--- src/sv/md5_pkg.sv ---
// Shared types and constants for the MD5 stream hasher.
// Holds the round constant table, rotation amounts and message word order.
// No dependencies; imported by md5_stream_hasher.
package md5_pkg;

    localparam logic [31:0] IV_A = 32'h67452301;
    localparam logic [31:0] IV_B = 32'hefcdab89;
    localparam logic [31:0] IV_C = 32'h98badcfe;
    localparam logic [31:0] IV_D = 32'h10325476;

    localparam logic [7:0] PAD_BYTE = 8'h80;

    localparam logic [6:0] LAST_STEP = 7'd65;
    localparam logic [5:0] LAST_SLOT = 6'd63;
    localparam logic [5:0] LEN_START = 6'd56;

    typedef enum logic [3:0] {
        S_IDLE = 4'b0001,
        S_RUN  = 4'b0010,
        S_ADD  = 4'b0100,
        S_WAIT = 4'b1000
    } state_t;

    typedef enum logic [1:0] {
        MODE_DATA = 2'd0,
        MODE_PAD  = 2'd1,
        MODE_LEN  = 2'd2
    } mode_t;

    function automatic logic [31:0] round_const(input logic [5:0] i);
        logic [31:0] k;
        unique case (i)
            6'd0:  k = 32'hd76aa478;  6'd1:  k = 32'he8c7b756;
            6'd2:  k = 32'h242070db;  6'd3:  k = 32'hc1bdceee;
            6'd4:  k = 32'hf57c0faf;  6'd5:  k = 32'h4787c62a;
            6'd6:  k = 32'ha8304613;  6'd7:  k = 32'hfd469501;
            6'd8:  k = 32'h698098d8;  6'd9:  k = 32'h8b44f7af;
            6'd10: k = 32'hffff5bb1;  6'd11: k = 32'h895cd7be;
            6'd12: k = 32'h6b901122;  6'd13: k = 32'hfd987193;
            6'd14: k = 32'ha679438e;  6'd15: k = 32'h49b40821;
            6'd16: k = 32'hf61e2562;  6'd17: k = 32'hc040b340;
            6'd18: k = 32'h265e5a51;  6'd19: k = 32'he9b6c7aa;
            6'd20: k = 32'hd62f105d;  6'd21: k = 32'h02441453;
            6'd22: k = 32'hd8a1e681;  6'd23: k = 32'he7d3fbc8;
            6'd24: k = 32'h21e1cde6;  6'd25: k = 32'hc33707d6;
            6'd26: k = 32'hf4d50d87;  6'd27: k = 32'h455a14ed;
            6'd28: k = 32'ha9e3e905;  6'd29: k = 32'hfcefa3f8;
            6'd30: k = 32'h676f02d9;  6'd31: k = 32'h8d2a4c8a;
            6'd32: k = 32'hfffa3942;  6'd33: k = 32'h8771f681;
            6'd34: k = 32'h6d9d6122;  6'd35: k = 32'hfde5380c;
            6'd36: k = 32'ha4beea44;  6'd37: k = 32'h4bdecfa9;
            6'd38: k = 32'hf6bb4b60;  6'd39: k = 32'hbebfbc70;
            6'd40: k = 32'h289b7ec6;  6'd41: k = 32'heaa127fa;
            6'd42: k = 32'hd4ef3085;  6'd43: k = 32'h04881d05;
            6'd44: k = 32'hd9d4d039;  6'd45: k = 32'he6db99e5;
            6'd46: k = 32'h1fa27cf8;  6'd47: k = 32'hc4ac5665;
            6'd48: k = 32'hf4292244;  6'd49: k = 32'h432aff97;
            6'd50: k = 32'hab9423a7;  6'd51: k = 32'hfc93a039;
            6'd52: k = 32'h655b59c3;  6'd53: k = 32'h8f0ccc92;
            6'd54: k = 32'hffeff47d;  6'd55: k = 32'h85845dd1;
            6'd56: k = 32'h6fa87e4f;  6'd57: k = 32'hfe2ce6e0;
            6'd58: k = 32'ha3014314;  6'd59: k = 32'h4e0811a1;
            6'd60: k = 32'hf7537e82;  6'd61: k = 32'hbd3af235;
            6'd62: k = 32'h2ad7d2bb;  6'd63: k = 32'heb86d391;
            default: k = 32'h0;
        endcase
        return k;
    endfunction

    function automatic logic [4:0] rot_amount(input logic [5:0] i);
        logic [4:0] s;
        unique case ({i[5:4], i[1:0]})
            4'd0:  s = 5'd7;   4'd1:  s = 5'd12;  4'd2:  s = 5'd17;  4'd3:  s = 5'd22;
            4'd4:  s = 5'd5;   4'd5:  s = 5'd9;   4'd6:  s = 5'd14;  4'd7:  s = 5'd20;
            4'd8:  s = 5'd4;   4'd9:  s = 5'd11;  4'd10: s = 5'd16;  4'd11: s = 5'd23;
            4'd12: s = 5'd6;   4'd13: s = 5'd10;  4'd14: s = 5'd15;  4'd15: s = 5'd21;
            default: s = 5'd7;
        endcase
        return s;
    endfunction

    function automatic logic [3:0] msg_index(input logic [5:0] i);
        logic [3:0] g;
        unique case (i[5:4])
            2'd0: g = i[3:0];
            2'd1: g = 4'(5 * i[3:0] + 1);
            2'd2: g = 4'(3 * i[3:0] + 5);
            2'd3: g = 4'(7 * i[3:0]);
            default: g = i[3:0];
        endcase
        return g;
    endfunction

    function automatic logic [31:0] rotl32(input logic [31:0] v, input logic [4:0] s);
        return (v << s) | (v >> (6'd32 - {1'b0, s}));
    endfunction

    function automatic logic [31:0] swap32(input logic [31:0] v);
        return {v[7:0], v[15:8], v[23:16], v[31:24]};
    endfunction

endpackage

--- src/sv/md5_stream_hasher.sv ---
// Streaming MD5 hasher: byte intake, block buffer, and an iterative round unit.
// Depends on md5_pkg for the round tables, state and block mode types.
//
// Usage: the input channel (in_valid, in_ready, kind, data_byte) takes one beat per
// message byte when kind is 0 and a finish beat when kind is 1. The output channel
// (out_valid, out_ready, digest_front, digest_back) carries one beat per finish.
// A message byte is taken only while the hasher is idle. The byte that completes a
// 64-byte block starts a compression: after the message word and round constant are
// fetched into registers, one shared round unit runs the 64 rounds at one per cycle,
// then adds into the chaining words, and in_ready stays low until that is done. A
// finish beat runs one padded block, or two when fewer than 9 bytes of room remain
// in the block, and then loads the digest into the output register.
// The digest waits in its output register while the receiver stalls; message
// bytes are still taken meanwhile, and a later digest waits until the earlier one
// has gone. Reset returns the chaining words to the initial values, clears the
// byte count and drops out_valid; the block buffer needs no clearing.
module md5_stream_hasher
    import md5_pkg::*;
(
    input  logic        clk,
    input  logic        rst_n,
    input  logic        in_valid,
    output logic        in_ready,
    input  logic        kind,
    input  logic [7:0]  data_byte,
    output logic        out_valid,
    input  logic        out_ready,
    output logic [63:0] digest_front,
    output logic [63:0] digest_back
);

    state_t       state_reg, state_next;
    mode_t        mode_reg, mode_next;
    logic [6:0]   cnt_reg, cnt_next;
    logic [60:0]  byte_count_reg, byte_count_next;
    logic [31:0]  chain_reg [4];
    logic [31:0]  chain_next [4];
    logic         out_valid_reg, out_valid_next;

    logic [31:0]  a_reg, b_reg, c_reg, d_reg;
    logic [31:0]  kw_reg;
    logic [31:0]  rdata_reg;
    logic [3:0]   g_reg;
    logic [63:0]  front_reg, back_reg;

    logic [31:0]  buf_mem [16];

    logic         in_fire;
    logic [5:0]   used;
    logic         used_short;
    logic [63:0]  len_bits;
    logic [3:0]   g_cur;
    logic [5:0]   kw_step;
    logic [5:0]   rnd;
    logic [31:0]  w_eff;
    logic [31:0]  f_val;
    logic [31:0]  sum_val;
    logic         round_en;

    assign in_ready   = (state_reg == S_IDLE);
    assign in_fire    = in_valid && in_ready;
    assign used       = byte_count_reg[5:0];
    assign used_short = (used < LEN_START);
    assign len_bits   = {byte_count_reg, 3'b000};
    assign g_cur      = msg_index(cnt_reg[5:0]);
    assign kw_step    = 6'(cnt_reg - 7'd1);
    assign rnd        = 6'(cnt_reg - 7'd2);
    assign round_en   = (state_reg == S_RUN) && (cnt_reg >= 7'd2);

    assign out_valid    = out_valid_reg;
    assign digest_front = front_reg;
    assign digest_back  = back_reg;

    always_comb
    begin
        logic [5:0] pos;
        logic [7:0] len_byte;
        w_eff = rdata_reg;
        for (int lane = 0; lane < 4; lane++)
        begin
            pos      = {g_reg, 2'(lane)};
            len_byte = len_bits[8 * pos[2:0] +: 8];
            unique case (mode_reg)
                MODE_DATA:
                begin
                    w_eff[8 * lane +: 8] = rdata_reg[8 * lane +: 8];
                end
                MODE_PAD:
                begin
                    if (pos < used)
                    begin
                        w_eff[8 * lane +: 8] = rdata_reg[8 * lane +: 8];
                    end
                    else if (pos == used)
                    begin
                        w_eff[8 * lane +: 8] = PAD_BYTE;
                    end
                    else if (used_short && (pos >= LEN_START))
                    begin
                        w_eff[8 * lane +: 8] = len_byte;
                    end
                    else
                    begin
                        w_eff[8 * lane +: 8] = 8'h00;
                    end
                end
                MODE_LEN:
                begin
                    w_eff[8 * lane +: 8] = (pos >= LEN_START) ? len_byte : 8'h00;
                end
                default:
                begin
                    w_eff[8 * lane +: 8] = 8'h00;
                end
            endcase
        end
    end

    always_comb
    begin
        unique case (rnd[5:4])
            2'd0:    f_val = (b_reg & c_reg) | (~b_reg & d_reg);
            2'd1:    f_val = (d_reg & b_reg) | (~d_reg & c_reg);
            2'd2:    f_val = b_reg ^ c_reg ^ d_reg;
            2'd3:    f_val = c_reg ^ (b_reg | ~d_reg);
            default: f_val = 32'h0;
        endcase
        sum_val = a_reg + f_val + kw_reg;
    end

    always_comb
    begin
        state_next      = state_reg;
        mode_next       = mode_reg;
        cnt_next        = cnt_reg;
        byte_count_next = byte_count_reg;
        out_valid_next  = out_valid_reg;
        for (int i = 0; i < 4; i++)
        begin
            chain_next[i] = chain_reg[i];
        end

        if (out_valid_reg && out_ready)
        begin
            out_valid_next = 1'b0;
        end

        unique case (state_reg)
            S_IDLE:
            begin
                if (in_fire)
                begin
                    if (!kind)
                    begin
                        byte_count_next = byte_count_reg + 61'd1;
                        if (used == LAST_SLOT)
                        begin
                            mode_next  = MODE_DATA;
                            cnt_next   = 7'd0;
                            state_next = S_RUN;
                        end
                    end
                    else
                    begin
                        mode_next  = MODE_PAD;
                        cnt_next   = 7'd0;
                        state_next = S_RUN;
                    end
                end
            end
            S_RUN:
            begin
                if (cnt_reg == LAST_STEP)
                begin
                    state_next = S_ADD;
                end
                else
                begin
                    cnt_next = cnt_reg + 7'd1;
                end
            end
            S_ADD:
            begin
                chain_next[0] = chain_reg[0] + a_reg;
                chain_next[1] = chain_reg[1] + b_reg;
                chain_next[2] = chain_reg[2] + c_reg;
                chain_next[3] = chain_reg[3] + d_reg;
                if (mode_reg == MODE_DATA)
                begin
                    state_next = S_IDLE;
                end
                else if ((mode_reg == MODE_PAD) && !used_short)
                begin
                    mode_next  = MODE_LEN;
                    cnt_next   = 7'd0;
                    state_next = S_RUN;
                end
                else
                begin
                    state_next = S_WAIT;
                end
            end
            S_WAIT:
            begin
                if (!out_valid_reg || out_ready)
                begin
                    out_valid_next  = 1'b1;
                    byte_count_next = 61'd0;
                    chain_next[0]   = IV_A;
                    chain_next[1]   = IV_B;
                    chain_next[2]   = IV_C;
                    chain_next[3]   = IV_D;
                    state_next      = S_IDLE;
                end
            end
            default:
            begin
                state_next = S_IDLE;
            end
        endcase
    end

    always_ff @(posedge clk or negedge rst_n)
    begin
        if (!rst_n)
        begin
            state_reg      <= S_IDLE;
            mode_reg       <= MODE_DATA;
            cnt_reg        <= 7'd0;
            byte_count_reg <= 61'd0;
            out_valid_reg  <= 1'b0;
            chain_reg[0]   <= IV_A;
            chain_reg[1]   <= IV_B;
            chain_reg[2]   <= IV_C;
            chain_reg[3]   <= IV_D;
        end
        else
        begin
            state_reg      <= state_next;
            mode_reg       <= mode_next;
            cnt_reg        <= cnt_next;
            byte_count_reg <= byte_count_next;
            out_valid_reg  <= out_valid_next;
            for (int i = 0; i < 4; i++)
            begin
                chain_reg[i] <= chain_next[i];
            end
        end
    end

    always_ff @(posedge clk)
    begin
        if (in_fire && !kind)
        begin
            buf_mem[used[5:2]][8 * used[1:0] +: 8] <= data_byte;
        end
        rdata_reg <= buf_mem[g_cur];
        g_reg     <= g_cur;
    end

    always_ff @(posedge clk)
    begin
        kw_reg <= round_const(kw_step) + w_eff;
        if ((state_reg == S_RUN) && (cnt_reg == 7'd0))
        begin
            a_reg <= chain_reg[0];
            b_reg <= chain_reg[1];
            c_reg <= chain_reg[2];
            d_reg <= chain_reg[3];
        end
        else if (round_en)
        begin
            a_reg <= d_reg;
            d_reg <= c_reg;
            c_reg <= b_reg;
            b_reg <= b_reg + rotl32(sum_val, rot_amount(rnd));
        end
        if ((state_reg == S_WAIT) && (!out_valid_reg || out_ready))
        begin
            front_reg <= {swap32(chain_reg[0]), swap32(chain_reg[1])};
            back_reg  <= {swap32(chain_reg[2]), swap32(chain_reg[3])};
        end
    end

    a_step_bound: assert property (@(posedge clk) disable iff (!rst_n)
        cnt_reg <= LAST_STEP)
        else $error("Round step counter ran past the last round.");

    a_finish_starts: assert property (@(posedge clk) disable iff (!rst_n)
        (in_fire && kind) |=> (state_reg == S_RUN) && (cnt_reg == 7'd0)
            && (mode_reg == MODE_PAD))
        else $error("A finish beat did not start the padded block.");

    a_len_block: assert property (@(posedge clk) disable iff (!rst_n)
        ((state_reg == S_RUN) && (mode_reg == MODE_LEN)) |-> !used_short)
        else $error("Length-only block started although the length fit.");

    a_digest_source: assert property (@(posedge clk) disable iff (!rst_n)
        $rose(out_valid_reg) |-> $past(state_reg == S_WAIT))
        else $error("Digest beat appeared outside the wait state.");

    a_full_block: assert property (@(posedge clk) disable iff (!rst_n)
        (in_fire && !kind && (used == LAST_SLOT)) |=> (state_reg == S_RUN)
            && (mode_reg == MODE_DATA) && (byte_count_reg[5:0] == 6'd0))
        else $error("A full block did not start a compression.");

endmodule
--- config.mk ---
export PLATFORM = sky130hd
export DESIGN_NAME = md5_stream_hasher
export DESIGN_NICKNAME = d
export VERILOG_FILES = /design/src/sv/md5_pkg.sv /design/src/sv/md5_stream_hasher.sv
export SDC_FILE = /design/constraint.sdc
export NUM_CORES = 2
export LEC_CHECK = 0
export BUFFER_PORTS_ARGS = -buffer_cell sky130_fd_sc_hd__buf_2
export CORE_AREA = 2 2 246 429
export CTS_CLUSTER_DIAMETER = 60
export DETAILED_ROUTE_END_ITERATION = 12
export DIE_AREA = 0 0 248 431
export PLACE_DENSITY = 0.73
export SLEW_MARGIN = 20
export SYNTH_ARGS = -nofsm -noshare
export SYNTH_HDL_FRONTEND = slang
export SYNTH_SLANG_ARGS = --single-unit
--- constraint.sdc ---
create_clock -name clk -period 19.5 [get_ports clk]
set_input_delay 0.975 -clock clk [delete_from_list [all_inputs] [get_ports clk]]
set_output_delay 0.975 -clock clk [all_outputs]
set_load 0.005 [all_outputs]
======== After elaboration in Yosys (flattened, before gate mapping) ========
Memory sizes are Yosys's and may differ from the RTL's. A register that Yosys moved wholly into a read port is not among the register bits.
Cells that the tools add are included.
word-level totals
  register bits ........................... 495
  memories kept ........................... 3
  latch bits .............................. 0
  memory bits (writable) .................. 512
  word-level logic and storage cells ...... 189
  memory bits (read-only) ................. 2,128
memories
  name             words  bits a word  rd ports  clocked after Yosys merged registers in  write ports  RTL line                 source
  (no name shown)  64     32           1         0                                        0            md5_pkg.sv:32            unique case (i)
  buf_mem          16     32           1         1                                        1            md5_stream_hasher.sv:46  logic [31:0] buf_mem [16];
  (no name shown)  16     5            1         0                                        0            md5_pkg.sv:72            unique case ({i[5:4], i[1:0]})
operators by class
  equal/unequal tests ..................... 26
  $lt $le $gt $ge ......................... 10
  multiply operators ...................... 3
  add/sub/neg operators ................... 16
  reduce and logical (&&, ||, !) cells .... 29
  mux-type cells .......................... 64
  bitwise operators ....................... 13
  shifts and indexed selects .............. 8
  divide/modulo/power cells ............... 0
operators with widths
  operator                                                                  number
  32-bit 2-to-1 mux                                                         9
  32-bit adder                                                              8
  128-bit one-hot mux with 2 select lines                                   1
  64-bit by 7-bit indexed part select with 8-bit output                     4
  61-bit 2-to-1 mux                                                         3
  32-bit bitwise AND                                                        4
  128-bit 2-to-1 mux                                                        1
  8-bit 2-to-1 mux                                                          16
  32-bit OR                                                                 4
  32-bit one-hot mux with 4 select lines                                    1
  61-bit one-hot mux with 2 select lines                                    1
  8-bit one-hot mux with 3 select lines                                     4
  32-bit bitwise XOR                                                        3
  32-bit NOT                                                                2
  61-bit by 1-bit adder with 61-bit output (second input constant)          1
  7-bit 2-to-1 mux                                                          6
  5-bit negator with 34-bit output                                          1
  8-bit by 34-bit variable shift with 32-bit output (first input constant)  1
  8-bit by 34-bit indexed part select with 32-bit output                    1
  4-bit one-hot mux with 4 select lines                                     2
  32-bit by 5-bit << shifter with 32-bit output                             1
  32-bit by 6-bit right shift with 32-bit output                            1
  4-bit 2-to-1 mux                                                          7
  6-bit == test                                                             4
  other kinds (39)                                                          83

======== Depth between registers and ports, before layout ========
  word-level depth ........................ 11
  gate-level depth with buffers ........... 40
  gate-level depth less buffers ........... 37

======== Worst setup path after synthesis ========
OpenSTA, ideal clock, no wires.
  path type ............................... reg-to-reg
  start ................................... register cnt_reg[3]
  end ..................................... register b_reg[20], data pin
  slack ................................... 10.181 ns
  arrival time ............................ 9.052 ns
  stages on the path, launching flop included .. 40
  setup time .............................. 0.267 ns
  cells stage by stage .................... dfrtp_1 clkbuf_1 clkinv_1 ha_1 a21boi_2 xor2_1 clkbuf_1 clkbuf_1 nor3_1 o41a_1 a21oi_1 fa_1 ha_1 fa_1 a211oi_1 o21ai_1 a21oi_2 o31a_2 (+4 left out) mux2i_1 nand2_1 nand2_1 o221ai_1 ha_1 fa_1 a21o_1 a21o_1 a211oi_1 o31ai_1 a21o_1 a21o_1 a21oi_1 o31ai_1 or4_1 a31oi_1 xor2_1 o21ai_0
on the way
  longest elaborated chain between the ends .. 10
ends and longest elaborated chain
  element                                                                                                          RTL line                                            source
  start: declaration                                                                                               md5_stream_hasher.sv:34                             logic [6:0] cnt_reg, cnt_next;
  start signal: assignment                                                                                         md5_stream_hasher.sv:241                            cnt_reg <= cnt_next;
  6-bit by 2-bit subtractor with 6-bit output                                                                      md5_stream_hasher.sv:67                             assign rnd = 6'(cnt_reg - 7'd2);
  2-bit == test (tied with other cells)                                                                            md5_stream_hasher.sv:121                            unique case (rnd[5:4])
  32-bit one-hot mux with 4 select lines or 5-bit 2-to-1 mux (tied branches)                                       md5_stream_hasher.sv:121, md5_stream_hasher.sv:271
  32-bit adder or 5-bit 2-to-1 mux (tied branches)                                                                 md5_stream_hasher.sv:128, md5_stream_hasher.sv:264
  32-bit adder or 6-bit by 5-bit subtractor with 6-bit output (tied branches)                                      md5_stream_hasher.sv:128, md5_pkg.sv:95
  32-bit by 6-bit right shift with 32-bit output or 32-bit by 5-bit << shifter with 32-bit output (tied branches)  md5_pkg.sv:95                                       return (v << s) | (v >> (6'd32 - {1'b0, s}));
  32-bit OR                                                                                                        md5_pkg.sv:95
  32-bit adder                                                                                                     md5_stream_hasher.sv:276                            b_reg <= b_reg + rotl32(sum_val, rot_amount(rnd));
  32-bit 2-to-1 mux                                                                                                md5_stream_hasher.sv:271                            else if (round_en)
  32-bit 2-to-1 mux *                                                                                              md5_stream_hasher.sv:264                            if ((state_reg == S_RUN) && (cnt_reg == 7'd0))
  end signal: assignment                                                                                           md5_stream_hasher.sv:267                            b_reg <= chain_reg[1];
  end signal: assignment                                                                                           md5_stream_hasher.sv:276
  end: declaration                                                                                                 md5_stream_hasher.sv:40                             logic [31:0] a_reg, b_reg, c_reg, d_reg;
Every way passes the cells marked *; elsewhere a longest branch is shown, timed or not. The select of a mux whose other input is x is not followed.
A chain may end at the register's enable or synchronous reset.

======== Final worst setup path ========
  start ................................... register cnt_reg[3]
  end ..................................... register b_reg[30], data pin
Same word-level chain as after synthesis.

==> impl_metrics.csv <==
group,metric,value,unit
grt,track_usage,37.4,%
critical_path,arrival,12.00,ns
final_layout,syn_to_final_growth,8.94,%
cts,cts-htree-levels,3,
final_layout,final_common_cell,"edfxtp_1",
final_layout,nNetsFinal,5698,
yosys,async_flop_share,19.5,%
timing,setup_violations,0,
critical_path,crit_slowest_cell,"dfrtp_1",
cts,cts_resized,0,
final_layout,largest_reg_flops,512,
timing,min_period_over_period,59.2,%
critical_path,end_kind,"register",
place,dp_hpwl,144,mm
floorplan,die_w,248,um
detailed_routing,vias_per_cell,6.61,
timing,clock_skew,0.0438,ns
timing,fmax,0.0867,GHz
floorplan,die_y,431,um
cts,cts_num_sinks,1039,
place,numPlacedInstances,6628,
critical_path,cp-start-kind,"register",
floorplan,coreArea,103000,um^2
cts,hold_buffers,0,
hold_path,hp-class,"in2async",
floorplan,rows,156,
final_layout,final_cell_mix,"edfxtp_1 (768), nor2_1 (474), nand2_1 (470), a21oi_1 (429), o21ai_0 (378)",
yosys,synth-seq-cells,1039,
place,gp_routability_congestion,1.09,
yosys,synth.avg_cell_area,11.1,um^2
critical_path,worstPathMaxFanout,70,
critical_path,slowest_delay,0.82,ns
grt,grt_max_degree,100,
detailed_routing,drt_wl_total,196,mm
yosys,synth_cell_type_count,99,
cts,cts-buffers-inserted,94,
critical_path,crit_type,"reg2reg",
detailed_routing,wl_per_cell,28.8,um
run_status,outcome,"finished clean",
yosys,seq_area_frac_synth,49.7,%
cts,postCtsSetupBuffers,0,
detailed_routing,drc_errors,0,
critical_path,critPathRequiredTime,19.96,ns
timing,grt_setup_unrepaired,"false",
floorplan,ios,143,
timing,worst_pin_slew,1.26,ns
cts,cts-root-buf,"clkbuf_16",
final_layout,drive_gt1_share,14.0,%
floorplan,initial_core_util,57.7,%
grt,overflow,0,
yosys,yosysWarnings,0,
place,numPortBuffers,142,
timing,period_needed,11.54,ns
cts,clk_latency,0.75,ns
timing,hold_viol,0,
cts,clock_path_buffers,3,
cts,cts_tree,"yes",
detailed_routing,vias,45000,
yosys,synthCells,5353,
flow_run,drv_cap,0,
grt,antenna_found_initial,11,
detailed_routing,postRouteAntennaNets,0,
timing,report.final.slew_viol_count,0,
grt,grt_pass1_vias,44900,
floorplan,die_area,107000,um^2
detailed_routing,drt_iter0_markers,3769,
critical_path,crit_top_cell,"a21oi_1",
timing,maxSlewHeadroom,15.7,%
timing,setup-tns-final,0,ns
timing,whs,0.256,ns
cts,clk_pin_slew,0.07,ns
yosys,synthesis.nets,5667,
yosys,synthFlopType,"edfxtp_1",
yosys,synth.cell_area,59500,um^2
final_layout,fillers,8135,
final_layout,final_cells,6813,
detailed_routing,drtPass1Iterations,8,
yosys,synth-edff-count,768,
grt,grt_pass1_wl,290,mm
synth_stat cells (92+ instances only):
cell	n	area [um^2]
a21o_1	92	691
a21oi_1	430	2150
edfxtp_1	768	23100
mux2i_1	125	1250
o21ai_0	385	1930
ha_1	259	3240
mux4_2	140	3150
mux2_2	117	1320
nand2_1	470	1760
a211oi_1	97	728
dfrtp_1	138	3450
xnor2_1	169	1480
clkbuf_1	207	777
xor2_1	130	1140
inv_1	97	364
nor2_1	481	1810
final cells by class:
| cell class | count | area (um^2) | area share [%] |
|---|---|---|---|
| flip-flops and latches | 1039 | 29600 | 45.6 |
| clock buffers | 119 | 2570 | 3.96 |
| inverters | 102 | 383 | 0.590 |
| clock inverters | 58 | 571 | 0.879 |
| multi-input cells | 3934 | 28800 | 44.4 |
| diodes | 5 | 12.5 | 0.0193 |
| repair buffers | 213 | 1270 | 1.96 |
| well taps | 1343 | 1680 | 2.59 |
layer usage:
layer  GRT usage [%]  vias up  part of all wire (%)
met5               0        -                 0.022
met1            36.6    22100                    31
met2            64.9     1933                    51
met3            7.78      788                   6.1
li1                -    20200                     -
met4            34.6        6                    12
worst paths after layout:
check	from	endpoint	slack, ns	depth (start not counted)
max reg2reg	cnt_reg[3]	b_reg[30]	7.96	37
min reg2reg	chain_reg[111]	digest_front[55]	0.50	0
min	rst_n	chain_reg[97]	0.26	1
max	cnt_reg[3]	b_reg[30]	7.96	37
max in group asynchronous	rst_n	chain_reg[127]	17.82	2
min in group clk	chain_reg[111]	digest_front[55]	0.50	0
worst max-delay path: cells and delay by family, from the launching register on:
kind	cells	cell delay [ns]
DFF	1	0.82
adders and majority gates	6	2.18
xor gates and xnor gates	3	0.54
buffers and inverters	2	1.26
muxes	2	0.97
AOI/OAI and AO/OA	20	4.97
and+or+nand+nor	4	0.40
stage by stage:
stage | instance area (um^2) | worst slack, ns | utilization (%)
final | 64900 | 7.96 | 62.8
after global routing | 64900 | 7.37 | 62.8
after CTS | 64800 | 8.21 | 62.7
after detailed placement | 61600 | 8.24 | 59.7
after global placement | 61600 | 8.38 | 59.7
after floorplan | 59500 | 10.18 | -
kinds of logic after synthesis:
group / share of synthesized area, %
xor+xnor: 4.48
compound gates: 15.6
fa+ha+maj: 6.85
simple gates: 11.3
flops: 49.7
buf+inv: 2.45
mux: 9.63
Power is left out: the tool's default activity adds up to more than one toggle a clock period on the data nets, which glitch-free logic cannot reach.
